[config.mk]
export PLATFORM = sky130hd
export DESIGN_NAME = rau_divider
export DESIGN_NICKNAME = d
export VERILOG_FILES = /design/src/hw/rtl/rau_pkg.sv /design/src/hw/rtl/rau_divider.sv
export SDC_FILE = /design/constraint.sdc
export NUM_CORES = 1
export LEC_CHECK = 0
export CAP_MARGIN = 20
export CORE_ASPECT_RATIO = 1.5
export CORE_MARGIN = 2
export CORE_UTILIZATION = 55
export DETAILED_ROUTE_END_ITERATION = 16
export DONT_BUFFER_PORTS = 1
export HOLD_SLACK_MARGIN = 0.02
export PLACE_DENSITY = 0.7
export SLEW_MARGIN = 20
export SYNTH_ARGS = -nofsm -noshare
export SYNTH_HDL_FRONTEND = slang
export SYNTH_SLANG_ARGS = --single-unit
[constraint.sdc]
create_clock -name i_clk -period 4.2 [get_ports i_clk]
set_clock_uncertainty 0.15 [all_clocks]
set_input_delay 0.21 -clock i_clk [delete_from_list [all_inputs] [get_ports i_clk]]
set_output_delay 0.21 -clock i_clk [all_outputs]
set_load 0.05 [all_outputs]
[src/hw/rtl/rau_pkg.sv]
package rau_pkg;

    localparam int unsigned OpWidth   = 32;
    localparam int unsigned ProdWidth = 2 * OpWidth;

    typedef enum logic [1:0] {
        OP_ADD = 2'd0,
        OP_SUB = 2'd1,
        OP_MUL = 2'd2,
        OP_DIV = 2'd3
    } t_op;

    typedef enum logic [1:0] {
        ST_OK       = 2'd0,
        ST_ZERO_DEN = 2'd1,
        ST_DIV_ZERO = 2'd2,
        ST_OVERFLOW = 2'd3
    } t_status;

    typedef enum logic [1:0] {
        MC_P  = 2'd0,
        MC_Q  = 2'd1,
        MC_NM = 2'd2,
        MC_DN = 2'd3
    } t_mul_sel;

    typedef enum logic [3:0] {
        S_IDLE,
        S_MUL,
        S_MUL_WAIT,
        S_SUM,
        S_GCD_SHIFT,
        S_GCD_STEP,
        S_GCD_DONE,
        S_DIV_NUM,
        S_DIV_DEN,
        S_PACK,
        S_OUT
    } t_state;

    typedef struct packed {
        logic start;
        logic busy;
        logic done;
    } t_div_ctl;

endpackage

[src/hw/rtl/rau_divider.sv]
// restoring divider, one quotient bit per cycle
module rau_divider #(
    parameter int unsigned WIDTH = rau_pkg::ProdWidth
) (
    input  logic              i_clk,
    input  logic              i_rst_n,
    input  logic              i_start,
    input  logic [WIDTH-1:0]  i_dividend,
    input  logic [WIDTH-1:0]  i_divisor,
    output rau_pkg::t_div_ctl o_ctl,
    output logic [WIDTH-1:0]  o_quot
);
    import rau_pkg::*;

    localparam int unsigned CntWidth = $clog2(WIDTH + 1);

    logic [WIDTH-1:0]    r_quot, n_quot;
    logic [WIDTH-1:0]    r_rem, n_rem;
    logic [WIDTH-1:0]    r_dvs;
    logic [CntWidth-1:0] r_cnt, n_cnt;
    logic                r_busy, n_busy;
    logic                r_done, n_done;
    logic [WIDTH:0]      w_trial;

    always_comb begin
        w_trial = {r_rem, r_quot[WIDTH-1]};
        n_quot  = r_quot;
        n_rem   = r_rem;
        n_cnt   = r_cnt;
        n_busy  = r_busy;
        n_done  = 1'b0;
        if (i_start) begin
            n_quot = i_dividend;
            n_rem  = '0;
            n_cnt  = CntWidth'(WIDTH);
            n_busy = 1'b1;
        end else if (r_busy) begin
            if (w_trial >= {1'b0, r_dvs}) begin
                n_rem  = WIDTH'(w_trial - {1'b0, r_dvs});
                n_quot = {r_quot[WIDTH-2:0], 1'b1};
            end else begin
                n_rem  = w_trial[WIDTH-1:0];
                n_quot = {r_quot[WIDTH-2:0], 1'b0};
            end
            n_cnt = r_cnt - 1'b1;
            if (r_cnt == CntWidth'(1)) begin
                n_busy = 1'b0;
                n_done = 1'b1;
            end
        end
    end

    always_ff @(posedge i_clk) begin
        if (!i_rst_n) begin
            r_busy <= 1'b0;
            r_done <= 1'b0;
            r_cnt  <= '0;
        end else begin
            r_busy <= n_busy;
            r_done <= n_done;
            r_cnt  <= n_cnt;
        end
        r_quot <= n_quot;
        r_rem  <= n_rem;
        if (i_start) begin
            r_dvs <= i_divisor;
        end
    end

    assign o_ctl  = '{start: i_start, busy: r_busy, done: r_done};
    assign o_quot = r_quot;

`ifndef SYNTH
    a_done_after_busy: assert property (@(posedge i_clk) disable iff (!i_rst_n)
        r_done |-> $past(r_busy)) else $error("done without busy");
    a_cnt_zero_idle: assert property (@(posedge i_clk) disable iff (!i_rst_n)
        (r_busy && !i_start) |-> (r_cnt != '0)) else $error("busy with zero count");
    a_no_restart: assert property (@(posedge i_clk) disable iff (!i_rst_n)
        r_done |-> !r_busy) else $error("done while busy");
`endif

endmodule

; Word-level counts from Yosys, hierarchy flattened
; Cells that the tools add are included.
[totals]
elab_cells = 26
input_bits = 131
out_inout_bits = 67
ff_bits = 201
[classes]
n_reduce_logical = 3
bitwise = 2
muxes = 10
magnitude_cmp = 1
n_addsub = 2
n_eq_ne = 1
[ops]
columns = operator, count
row1 = 64-bit 2-to-1 mux, 3
row2 = 65-bit by 64-bit greater-or-equal comparator with 1-bit output, 1
row3 = 64-bit subtractor, 1
row4 = 7-bit 2-to-1 mux, 2
row5 = 7-bit by 1-bit equality test with 1-bit output (second input constant), 1
row6 = 7-bit by 1-bit subtractor with 7-bit output (second input constant), 1
row7 = 1-bit 2-to-1 mux, 5
row8 = 3-bit OR reduction, 1
row9 = 1-bit inverter, 2
row10 = 2-bit nonzero test, 1
row11 = 2-bit OR reduction, 1

; Depth between registers and ports, before layout
; Gate-level depths: netlist (run 1).
[depth]
depth_word = 4
depth_mapped = 15

; Worst setup path after synthesis (run 1)
; OpenSTA, ideal clock, no wires.
[synth_path]
kind = reg-to-reg
from = reg r_quot[63] (netlist: o_quot[63])
to = reg r_rem[62]
arrival_ns = 3.161
setup_ns = 0.079
stages_incl_launch_ff = 14
slack_ns = 0.809
t_required_ns = 3.971
n_path_buf = 0
cell_sequence = edfxtp_1 inv_1 ha_1 fa_1 nor2b_1 o21bai_1 and4_1 o41ai_2 a21oi_2 o21ai_2 a311o_2 nand4_1 mux2_1 a22oi_1
[synth_between]
elab_chain_len = 2
[synth_rtl]
columns = element, line
row1 = "start, declared", rau_divider.sv:17  ; logic [WIDTH-1:0] r_quot, n_quot;
row2 = "start signal, assigned", rau_divider.sv:63  ; r_quot <= n_quot;
row3 = 64-bit subtractor / 65-bit by 64-bit greater-or-equal comparator with 1-bit output (equally long branches), "rau_divider.sv:39, rau_divider.sv:38"
row4 = 64-bit 2-to-1 mux *, rau_divider.sv:38  ; if (w_trial >= {1'b0, r_dvs}) begin
row5 = "end signal, assigned", rau_divider.sv:64  ; r_rem <= n_rem;
row6 = "end, declared", rau_divider.sv:18  ; logic [WIDTH-1:0] r_rem, n_rem;
; Mark *: on every way between the ends. The rest lies on a longest branch, timed or not.
; A chain may end at the register's enable or synchronous reset.

; Worst setup path after layout (run 1)
[layout_path]
from = reg r_dvs[8]
to = reg r_rem[63]
[layout_between]
elab_chain_len = 2
[layout_rtl]
columns = element, line
row1 = "start, declared", rau_divider.sv:19  ; logic [WIDTH-1:0] r_dvs;
row2 = "start signal, assigned", rau_divider.sv:66  ; r_dvs <= i_divisor;
row3 = 64-bit subtractor / 65-bit by 64-bit greater-or-equal comparator with 1-bit output (equally long branches), "rau_divider.sv:39, rau_divider.sv:38"
row4 = 64-bit 2-to-1 mux *, rau_divider.sv:38
; Marked as above.

==> results by group, run 1 <==
Worst setup path
  • Worst setup EP type: flop
  • Crit Path Max Fanout: 6
  • CP required: 4.51 ns
  • R2R Setup Slk: 0.27 ns
  • CP arrival: 4.24 ns
  • Startpoint Class: flop
  • Critical path class: flop to flop

STA
  • Fin. Hold Viols: 0
  • WHS: 0.1494 ns
  • Final Cycle Share: 0.9358
  • Final Setup Violations: 0
  • Worst-margin pin slew: 0.8367 ns
  • Max-slew violations: 0
  • Setup TNS: 0 ns
  • RSZ-0062 raised after global routing: false
  • Fin crit period: 3.930 ns
  • Worst rel slew slack: 0.4422
  • F_max: 254.4 MHz

Floorplan
  • Initial Util: 0.5570
  • Row cnt: 66
  • CORE AREA: 0.02164 mm2
  • Horiz. Die Dim: 124.9 um
  • Die height: 185.3 um
  • Ports: 198
  • DIE AREA: 0.02314 mm2

Outcome
  • Status: finished, final reports clean

Power
  • Leakage power: 5.830 nW
  • Pwr/cell area: 400.1 mW/mm2
  • Worst vdd ir: 0.0003714 V

Global route
  • Largest net degree at the start of global routing: 177
  • First-pass GRT wire length: 48950 um
  • Number of global-route vias before repair: 9834
  • Total gr overflow: 0
  • Initial antenna violation count: 0
  • Total track usage: 0.2551

Yosys
  • Syn avg cell area: 9.735 um2
  • EDFF count, synth: 128
  • Total number of yosys warnings: 0
  • Cell Area, Synth: 0.01205 mm2
  • Main synth FF type: edfxtp_1
  • Synth cell types: 79
  • Synth async-reset ratio: 0
  • Synth Instances: 1238
  • Synthesized flop and latch total: 201
  • Sequential area share after synthesis: 0.4402
  • Dominant cell type by area after synthesis: edfxtp_1
  • Top post-synthesis cells by area: edfxtp_1 (32%), dfxtp_1 (12%), ha_1 (6.9%)
  • Synthesized net count: 1436
  • Synth top area share: 0.3189

Detailed routing
  • Antenna-violating nets left: 0
  • DR vias: 9630
  • Drt initial violations: 646
  • Final WL: 29960 um
  • Routed vias/inst: 5.894
  • Routed wire per std cell: 18.33 um
  • DRT Pass-1 Iters: 5
  • Drc violations: 0

Clocking
  • Num Clock Sinks: 201
  • CTS tree: done
  • Post-CTS sizing: 0
  • Worst-Skew Late Latency: 0.51 ns
  • Num CTS Buffers: 21
  • CTS H-tree depth: 1
  • CTS root buf: clkbuf_16
  • Deepest clock path buffer count: 3
  • Clock transition at path regs: 0.07 ns

Placed design
  • Placer Congestion: 0.9391
  • Placed Area: 0.01215 mm2
  • IO buf count: 0
  • Post-DP HPWL: 20170 um

Cells and area
  • Share of layout cells above drive strength 1: 0.1013
  • Register area: 0.005309 mm2
  • Layout area overhead: 18.94%
  • Final nets: 1545
  • Final instance area: 0.01433 mm2
  • Multi-input gate area: 0.006082 mm2
  • Filler instances: 1755
  • # diodes: 0

Run
  • Max-Cap Viols: 0

Worst hold path
  • Hold crit path type: input port to flop
## through the flow
stage / total power (W) / util / worst slack, ns / instances
after floorplan: 0.003518 / - / 0.8094 / 1238
after global placement: 0.003711 / 0.5618 / 0.6812 / 1448
after detailed placement: 0.003722 / 0.5618 / 0.6589 / 1448
after CTS: 0.005747 / 0.6605 / 0.1508 / 1630
after global routing: 0.005987 / 0.6625 / 0.03051 / 1634
final: 0.005735 / 0.6625 / 0.2698 / 1634
## critical path, stage by stage (launching register included)
cell and delay (ns):
edfxtp_1 0.32, inv_1 0.04, ha_1 0.38, nand2_1 0.08, o21ai_1 0.37, a221o_1 0.22, a21oi_1 0.09, o31ai_2 0.46
a21bo_4 0.22, o221ai_4 0.14, nor4_2 0.28, mux2_4 0.33, a211oi_2 0.21, dlygate4sd3_1 0.56
## synth_stat cells, types with 9 or more instances
cell	instances
a211oi_1	54
a21o_1	26
a21oi_1	113
buf_2	22
clkbuf_1	39
dfxtp_1	73
edfxtp_1	128
ha_1	66
inv_1	88
mux2_2	66
mux2i_1	17
nand2_1	69
nand2b_1	12
nand3_1	14
nand4_1	27
nor2_1	143
nor2b_1	9
nor3_1	23
o21a_1	13
o21ai_0	42
o21bai_1	15
xnor2_1	33
xor2_1	22
## repair_timing
action | in CTS | in global routing
buffers inserted | 0 | 4
endpoints found under the setup margin | 0 | 14
hold endpoints to repair | 264 | 0
hold buffers | 144 | 0
## registers in the layout, indices dropped and copies added, names as in the netlist
| signal | cells |
|---|---|
| r_done | 1 |
| o_quot | 64 |
| r_busy | 1 |
| r_cnt | 7 |
| r_dvs | 64 |
| r_rem | 64 |
## cells in the final DEF (no fill, tap or decap), drive strengths merged, types with 6 or more instances in the layout
master / count
o21ai: 50
nand2b: 12
o21bai: 15
nand2: 70
clkbuf: 25
edfxtp: 128
a21oi: 117
a21o: 26
mux2i: 17
and3: 7
nor2: 143
nor2b: 9
a31oi: 8
xnor2: 33
mux2: 68
dlygate4sd3: 143
nand3: 14
nand4: 27
nor3: 23
o21a: 13
clkinv: 7
buf: 14
ha: 66
dfxtp: 73
nor4: 6
inv: 91
a211oi: 55
xor2: 22
## metal layers
layer	track usage	vias up	share of wire
met5	0	-	0
met4	0.08000	0	0.027
met3	0.05170	59	0.059
met2	0.4660	287	0.51
met1	0.3016	4569	0.41
li1	-	4715	-
## area by class of cell
type	instances	share of cell area
multi-input combinational	878	0.4243
sequential	201	0.3704
timing repair buffer	157	0.1112
clock buffer	25	0.03771
tap	272	0.02374
inverter	88	0.02304
clock inverter	13	0.009602
## kinds of logic after synthesis
| group | count (synthesis) | share of synthesized area |
|---|---|---|
| buffers and inverters | 159 | 0.05513 |
| flip-flops | 201 | 0.4402 |
| multiplexers | 85 | 0.07797 |
| XOR/XNOR | 55 | 0.03997 |
| adder cells (fa/ha/maj) | 67 | 0.07018 |
| AO/OA/AOI/OAI | 339 | 0.1885 |
| AND/OR/NAND/NOR | 332 | 0.1280 |
## where the power goes
group | total, W | switching, W | internal [W]
Sequential | 0.00264 | 0.000344 | 0.00230
Clock | 0.00188 | 0.000823 | 0.00106
Combinational | 0.00121 | 0.000681 | 0.000530
Total | 0.00573 | 0.00185 | 0.00389
## final timing paths
kind,depth (start not counted),to,start
max reg2reg,13,r_rem[63],r_dvs[8]
min reg2reg,2,r_rem[48],r_rem[48]
min,1,r_dvs[5],i_start
max,13,r_rem[63],r_dvs[8]
No activity file was read; power rests on OpenSTA's default activity.
==> run 2: changes to the inputs <==
- ABC_CLOCK_PERIOD_IN_PS: default -> 4200
- MAX_ROUTING_LAYER: default -> met4
==> run 2 against run 1 <==
- count of clock-buffer cells in the layout is the same
- non-clock buffer count is the same
- via count shrank 0.50%
- register-to-register slack lost 0.04 ns
- sequential power is essentially flat
- critical path type unchanged
- routed wire length shrank 0.60%
- setup slack lost 0.037 ns
==> results by group, run 2 (synthesis gave the netlist of run 1 again) <==
STA
  • Max-slew violations: 0
  • Final Setup Violations: 0
  • Worst rel slew slack: 0.3823
  • Fin crit period: 3.967 ns
  • Worst-margin pin slew: 0.9265 ns
  • Setup TNS: 0 ns
  • F_max: 252.1 MHz
  • RSZ-0062 raised after global routing: false
  • Fin. Hold Viols: 0
  • Final Cycle Share: 0.9446

Worst setup path
  • R2R Setup Slk: 0.23 ns
  • Ordered cell list for the critical path: inv_1, ha_1, nand2_1, o21ai_1, a221o_1, a21oi_1, o31ai_2, a21bo_4, o221ai_4, nor4_2, mux2_4, a211oi_2, dlygate4sd3_1
  • Origin of the critical flop-to-flop path: r_dvs[8]
  • Worst path max stage delay: 0.56 ns
  • CP arrival: 4.26 ns
  • Crit Path Max Fanout: 6
  • Worst setup EP type: flop
  • FF-to-FF End: r_rem[63]
  • R2R depth: 13
  • Critical path class: flop to flop
  • Startpoint Class: flop
  • Critical Path Slowest Stage Cell: dlygate4sd3_1
  • CP required: 4.50 ns

Clocking
  • CTS H-tree depth: 1
  • Clock transition at path regs: 0.06 ns
  • Deepest clock path buffer count: 3
  • Num Clock Sinks: 201
  • CTS tree: done
  • CTS root buf: clkbuf_16
  • Num CTS Buffers: 21
  • Worst-Skew Late Latency: 0.50 ns

Cells and area
  • Most common cell after layout, fill and taps aside: dlygate4sd3_1
  • Final instance area: 0.01433 mm2
  • Share of layout cells above drive strength 1: 0.09993
  • Commonest cells after routing, fill and taps aside: dlygate4sd3_1 (144), nor2_1 (142), edfxtp_1 (128)
  • Final nets: 1545
  • Final Instance Count excl. Fillers: 1634
  • Layout area overhead: 18.92%

Power
  • Tot Pwr: 0.005718 W
  • Pwr/cell area: 399.0 mW/mm2
  • Worst vdd ir: 0.0002926 V
  • Comb pwr share: 0.211
  • Sw frac: 0.3129
  • Internal cell power: 0.003929 W
  • Clock power frac: 0.327
  • Leakage power: 5.818 nW
  • Register share of total power: 0.462
  • NetSw: 0.001789 W

Floorplan
  • Ports: 198
  • DIE AREA: 0.02314 mm2
  • Initial Util: 0.5570
  • Die height: 185.3 um
  • Horiz. Die Dim: 124.9 um
  • CORE AREA: 0.02164 mm2
  • Row cnt: 66

Placed design
  • Post-DP HPWL: 20110 um
  • IO buf count: 0
  • Placer Congestion: 0.9599
  • Placed Cells: 1447
  • Placed Area: 0.01215 mm2

Global route
  • Initial antenna violation count: 1
  • Number of global-route vias before repair: 9816
  • Total gr overflow: 0
  • Largest net degree at the start of global routing: 176
  • Total track usage: 0.2595
  • First-pass GRT wire length: 48040 um

Detailed routing
  • Drt initial violations: 573
  • Final WL: 29780 um
  • DR vias: 9582
  • Routed wire per std cell: 18.22 um
  • Drc violations: 0
  • Antenna-violating nets left: 0
  • Routed vias/inst: 5.864
  • DRT Pass-1 Iters: 5

Worst hold path
  • Hold crit path type: input port to flop
  • Min-Delay Startpoint: i_start
  • Worst Hold Depth: 2
  • Hold Path End: r_rem[60]

Run
  • Max-Cap Viols: 0

Outcome
  • Status: finished, final reports clean
-- run 2: through the flow --
| step | hold WS (ns) | setup slack (ns) | util |
|---|---|---|---|
| detailed placement | 0.1460 | 0.6689 | 0.5614 |
| global route | 0.1686 | 0.05244 | 0.6624 |
| floorplan | 0.1589 | 0.8094 | - |
| global placement | 0.1477 | 0.6996 | 0.5614 |
| CTS | 0.1517 | 0.1900 | 0.6605 |
| finish | 0.08936 | 0.2328 | 0.6624 |
-- run 2: how the worst max path moves through the flow --
stage / start / to / slack (ns) / depth (start not counted)
finish: r_dvs[8] / r_rem[63] / 0.23 / 13
global route: r_dvs[8] / r_rem[63] / 0.05 / 13
CTS: r_dvs[1] / r_rem[18] / 0.19 / 14
detailed placement: r_dvs[21] / r_rem[61] / 0.67 / 12
global placement: r_dvs[21] / r_rem[60] / 0.70 / 12
floorplan: o_quot[63] / r_rem[62] / 0.81 / 13
-- run 2: power groups by stage --
stage	clock network (W)	registers, W	logic, W
after floorplan	0	0.00264	0.000883
after global placement	0	0.00268	0.00104
after detailed placement	0	0.00268	0.00105
after CTS	0.00191	0.00264	0.00119
after global routing	0.00198	0.00266	0.00134
final	0.00187	0.00264	0.00121
-- run 2: cell type report --
cell class	count	area, um2
Sequential cell	201	5309
Tap cell	272	340.3
Clock buffer	25	540.5
Clock inverter	12	135.1
Multi-Input combinational cell	878	6090
Timing Repair Buffer	157	1584
Inverter	88	330.3
Antenna cell	1	2.502
Fill cell	1763	7305
-- run 2: timing repair --
item | in CTS | in global routing
gates resized for setup | 0 | 1
hold endpoints to repair | 262 | 0
setup buffers | 0 | 4
endpoints found under the setup margin | 0 | 12
hold buffers | 145 | 0
-- run 2: critical path, delay by kind of cell, from the launching register on --
| kind | cells | cell delay [ns] |
|---|---|---|
| buffers and inverters | 2 | 0.61 |
| adder cells (fa/ha/maj) | 1 | 0.40 |
| multiplexers | 1 | 0.34 |
| flip-flops | 1 | 0.32 |
| AO/OA/AOI/OAI | 7 | 1.71 |
| AND/OR/NAND/NOR | 2 | 0.38 |
-- run 2: per-layer routing --
metal | up-vias | wire, um | share of wire | global-route usage
li1 | 4728 | - | - | -
met1 | 4465 | 11970 | 0.40 | 0.2940
met2 | 319 | 15000 | 0.50 | 0.4623
met3 | 70 | 1801 | 0.060 | 0.04477
met4 | 0 | 1013 | 0.034 | 0.09511
met5 | - | 0 | 0 | -
==> run 3: changes to the inputs <==
- BUFFER_PORTS_ARGS: default -> -buffer_cell sky130_fd_sc_hd__buf_2
- DONT_BUFFER_PORTS: 1 -> default
- PLACE_DENSITY: 0.7 -> 0.78
==> run 3 against run 2 <==
- critical path depth is 1 lower
- clock power hardly changed
- via count is 8.1% higher
- critical path type unchanged
- largest cell class unchanged
- largest power group unchanged
==> results by group, run 3 (synthesis gave the netlist of run 1 again) <==
STA
  • Final Setup Violations: 0
  • RSZ-0062 raised after global routing: false
  • Max-slew violations: 0
  • Final Cycle Share: 0.8837
  • Worst rel slew slack: 0.4117
  • Fin. Hold Viols: 0
  • Final worst slack: 0.4886 ns
  • Fin crit period: 3.711 ns
  • Setup TNS: 0 ns
  • Worst-margin pin slew: 0.8792 ns
  • F_max: 269.4 MHz
  • WHS: 0.2541 ns

Clocking
  • Clock transition at path regs: 0.06 ns
  • Num CTS Buffers: 22
  • Deepest clock path buffer count: 3
  • CTS tree: done
  • Num Clock Sinks: 201
  • Worst-Skew Late Latency: 0.52 ns
  • CTS H-tree depth: 1
  • CTS root buf: clkbuf_16

Cells and area
  • Most common cell after layout, fill and taps aside: buf_2
  • Commonest cells after routing, fill and taps aside: buf_2 (196), nor2_1 (142), dlygate4sd3_1 (130)
  • Multi-input gate area: 0.006085 mm2
  • Share of layout cells above drive strength 1: 0.2101
  • Layout area overhead: 25.46%
  • Register area: 0.005309 mm2
  • Final Instance Count excl. Fillers: 1814
  • Filler instances: 1600
  • # diodes: 0
  • Final core occ: 0.6988
  • Final nets: 1724

Worst setup path
  • Crit Path Max Fanout: 26
  • WP depth: 12
  • Worst setup EP type: flop
  • Origin of the critical flop-to-flop path: r_dvs[1]
  • CP required: 4.46 ns
  • Most used cell, CP: o31ai_2
  • R2R depth: 12
  • Ordered cell list for the critical path: inv_1, ha_1, nor2b_1, o31a_1, o31ai_2, o31ai_2, o21ai_1, a21oi_4, a31oi_4, buf_4, a21oi_1, a211oi_1
  • Startpoint Class: flop
  • FF-to-FF End: r_rem[27]
  • R2R Setup Slk: 0.49 ns
  • Cell family with most CP delay: compound AO/OA/AOI/OAI gates
  • Critical path class: flop to flop
  • CP arrival: 3.97 ns
  • Buf+Inv Stages, Crit Path: 2
  • Critical Path Slowest Stage Cell: a31oi_4
  • Worst path max stage delay: 0.63 ns

Global route
  • Total gr overflow: 0
  • M2 GR Usage: 0.5255
  • Met1 Use GR: 0.3129
  • GR met3 Demand/Resource: 0.04159
  • First-pass GRT wire length: 52070 um
  • Initial antenna violation count: 0
  • Total track usage: 0.2826
  • Largest net degree at the start of global routing: 104
  • Number of global-route vias before repair: 10570
  • Grt peak-use layer: met2

Worst hold path
  • Min-Delay Startpoint: i_divisor[11]
  • Hold crit path type: input port to flop
  • Hold Path End: r_dvs[11]
  • Worst Hold Depth: 2

Detailed routing
  • Drc violations: 0
  • Routed wire per std cell: 17.95 um
  • Final WL: 32560 um
  • DRT Pass-1 Iters: 5
  • Drt initial violations: 660
  • Routed vias/inst: 5.708
  • Antenna-violating nets left: 0
  • DR vias: 10360

Placed design
  • Placed Cells: 1644
  • Place WS: 0.4368 ns
  • IO buf count: 197
  • Post-DP HPWL: 21910 um
  • Placer Congestion: 0.9507

Power
  • Leakage power: 6.484 nW
  • Worst vdd ir: 0.0003225 V
  • Pwr/cell area: 386.5 mW/mm2

Floorplan
  • Ports: 198
  • CORE AREA: 0.02164 mm2
  • Initial Util: 0.5570
  • Die height: 185.3 um
  • Row cnt: 66
  • DIE AREA: 0.02314 mm2
  • Horiz. Die Dim: 124.9 um

Outcome
  • Status: finished, final reports clean

Run
  • Max-Cap Viols: 0
==> run 3: changes by cell type in the layout (fill, tap and decap cells not counted), moves of 2 or more <==
cell,delta
clkinvlp_4,-2
clkbuf_16,+2
clkbuf_1,+5
dlygate4sd3_1,-14
clkinv_2,-2
bufinv_16,-2
buf_2,+196
buf_4,-4
==> run 3: worst max-delay path by stage <==
| stage | from | endpoint | slack (ns) |
|---|---|---|---|
| final | r_dvs[1] | r_rem[27] | 0.49 |
| after global routing | r_dvs[1] | r_rem[27] | 0.28 |
| after CTS | r_dvs[1] | r_rem[27] | 0.45 |
| after detailed placement | r_dvs[1] | r_rem[27] | 0.44 |
| after global placement | r_dvs[1] | r_rem[40] | 0.61 |
| after floorplan | o_quot[63] | r_rem[62] | 0.81 |
==> run 3: routing by layer <==
| metal | up-vias | wire length [um] | share of wire |
|---|---|---|---|
| li1 | 5081 | - | - |
| met1 | 4844 | 12880 | 0.40 |
| met2 | 364 | 16980 | 0.52 |
| met4 | 0 | 920 | 0.028 |
| met5 | - | 0 | 0 |
| met3 | 66 | 1779 | 0.055 |
==> run 3: layout make-up <==
class	count	share of cell area
timing repair buffer	335	0.1573
tap	272	0.02251
inverter	88	0.02185
multi-input combinational	878	0.4024
clock buffer	33	0.04121
sequential	201	0.3511
clock inverter	7	0.003558
==> run 3: power by group <==
group,internal (W),total [W],switching [W]
Sequential,0.00229,0.00241,0.000112
Clock,0.00108,0.00188,0.000797
Combinational,0.000598,0.00156,0.000960
Total,0.00398,0.00584,0.00187
==> run 3: through the flow <==
stage                     instance area, um2  total power, W
after floorplan                        12050        0.003518
after global placement                 13140        0.003844
after detailed placement               13140        0.003871
after CTS                              15120        0.005841
after global routing                   15120        0.006093
final                                  15120        0.005844
==> run 3: what timing repair did <==
item,in CTS,in global routing
hold buffers,130,0
setup buffers,0,0
resized for setup,0,0
endpoints found under the hold margin,163,0
==> run 3: worst reg2reg max path: stages (launching register included) <==
cell,delay (ns)
edfxtp_1,0.41
inv_1,0.07
ha_1,0.22
nor2b_1,0.15
o31a_1,0.29
o31ai_2,0.30
o31ai_2,0.12
o21ai_1,0.31
a21oi_4,0.12
a31oi_4,0.63
buf_4,0.42
a21oi_1,0.13
a211oi_1,0.27
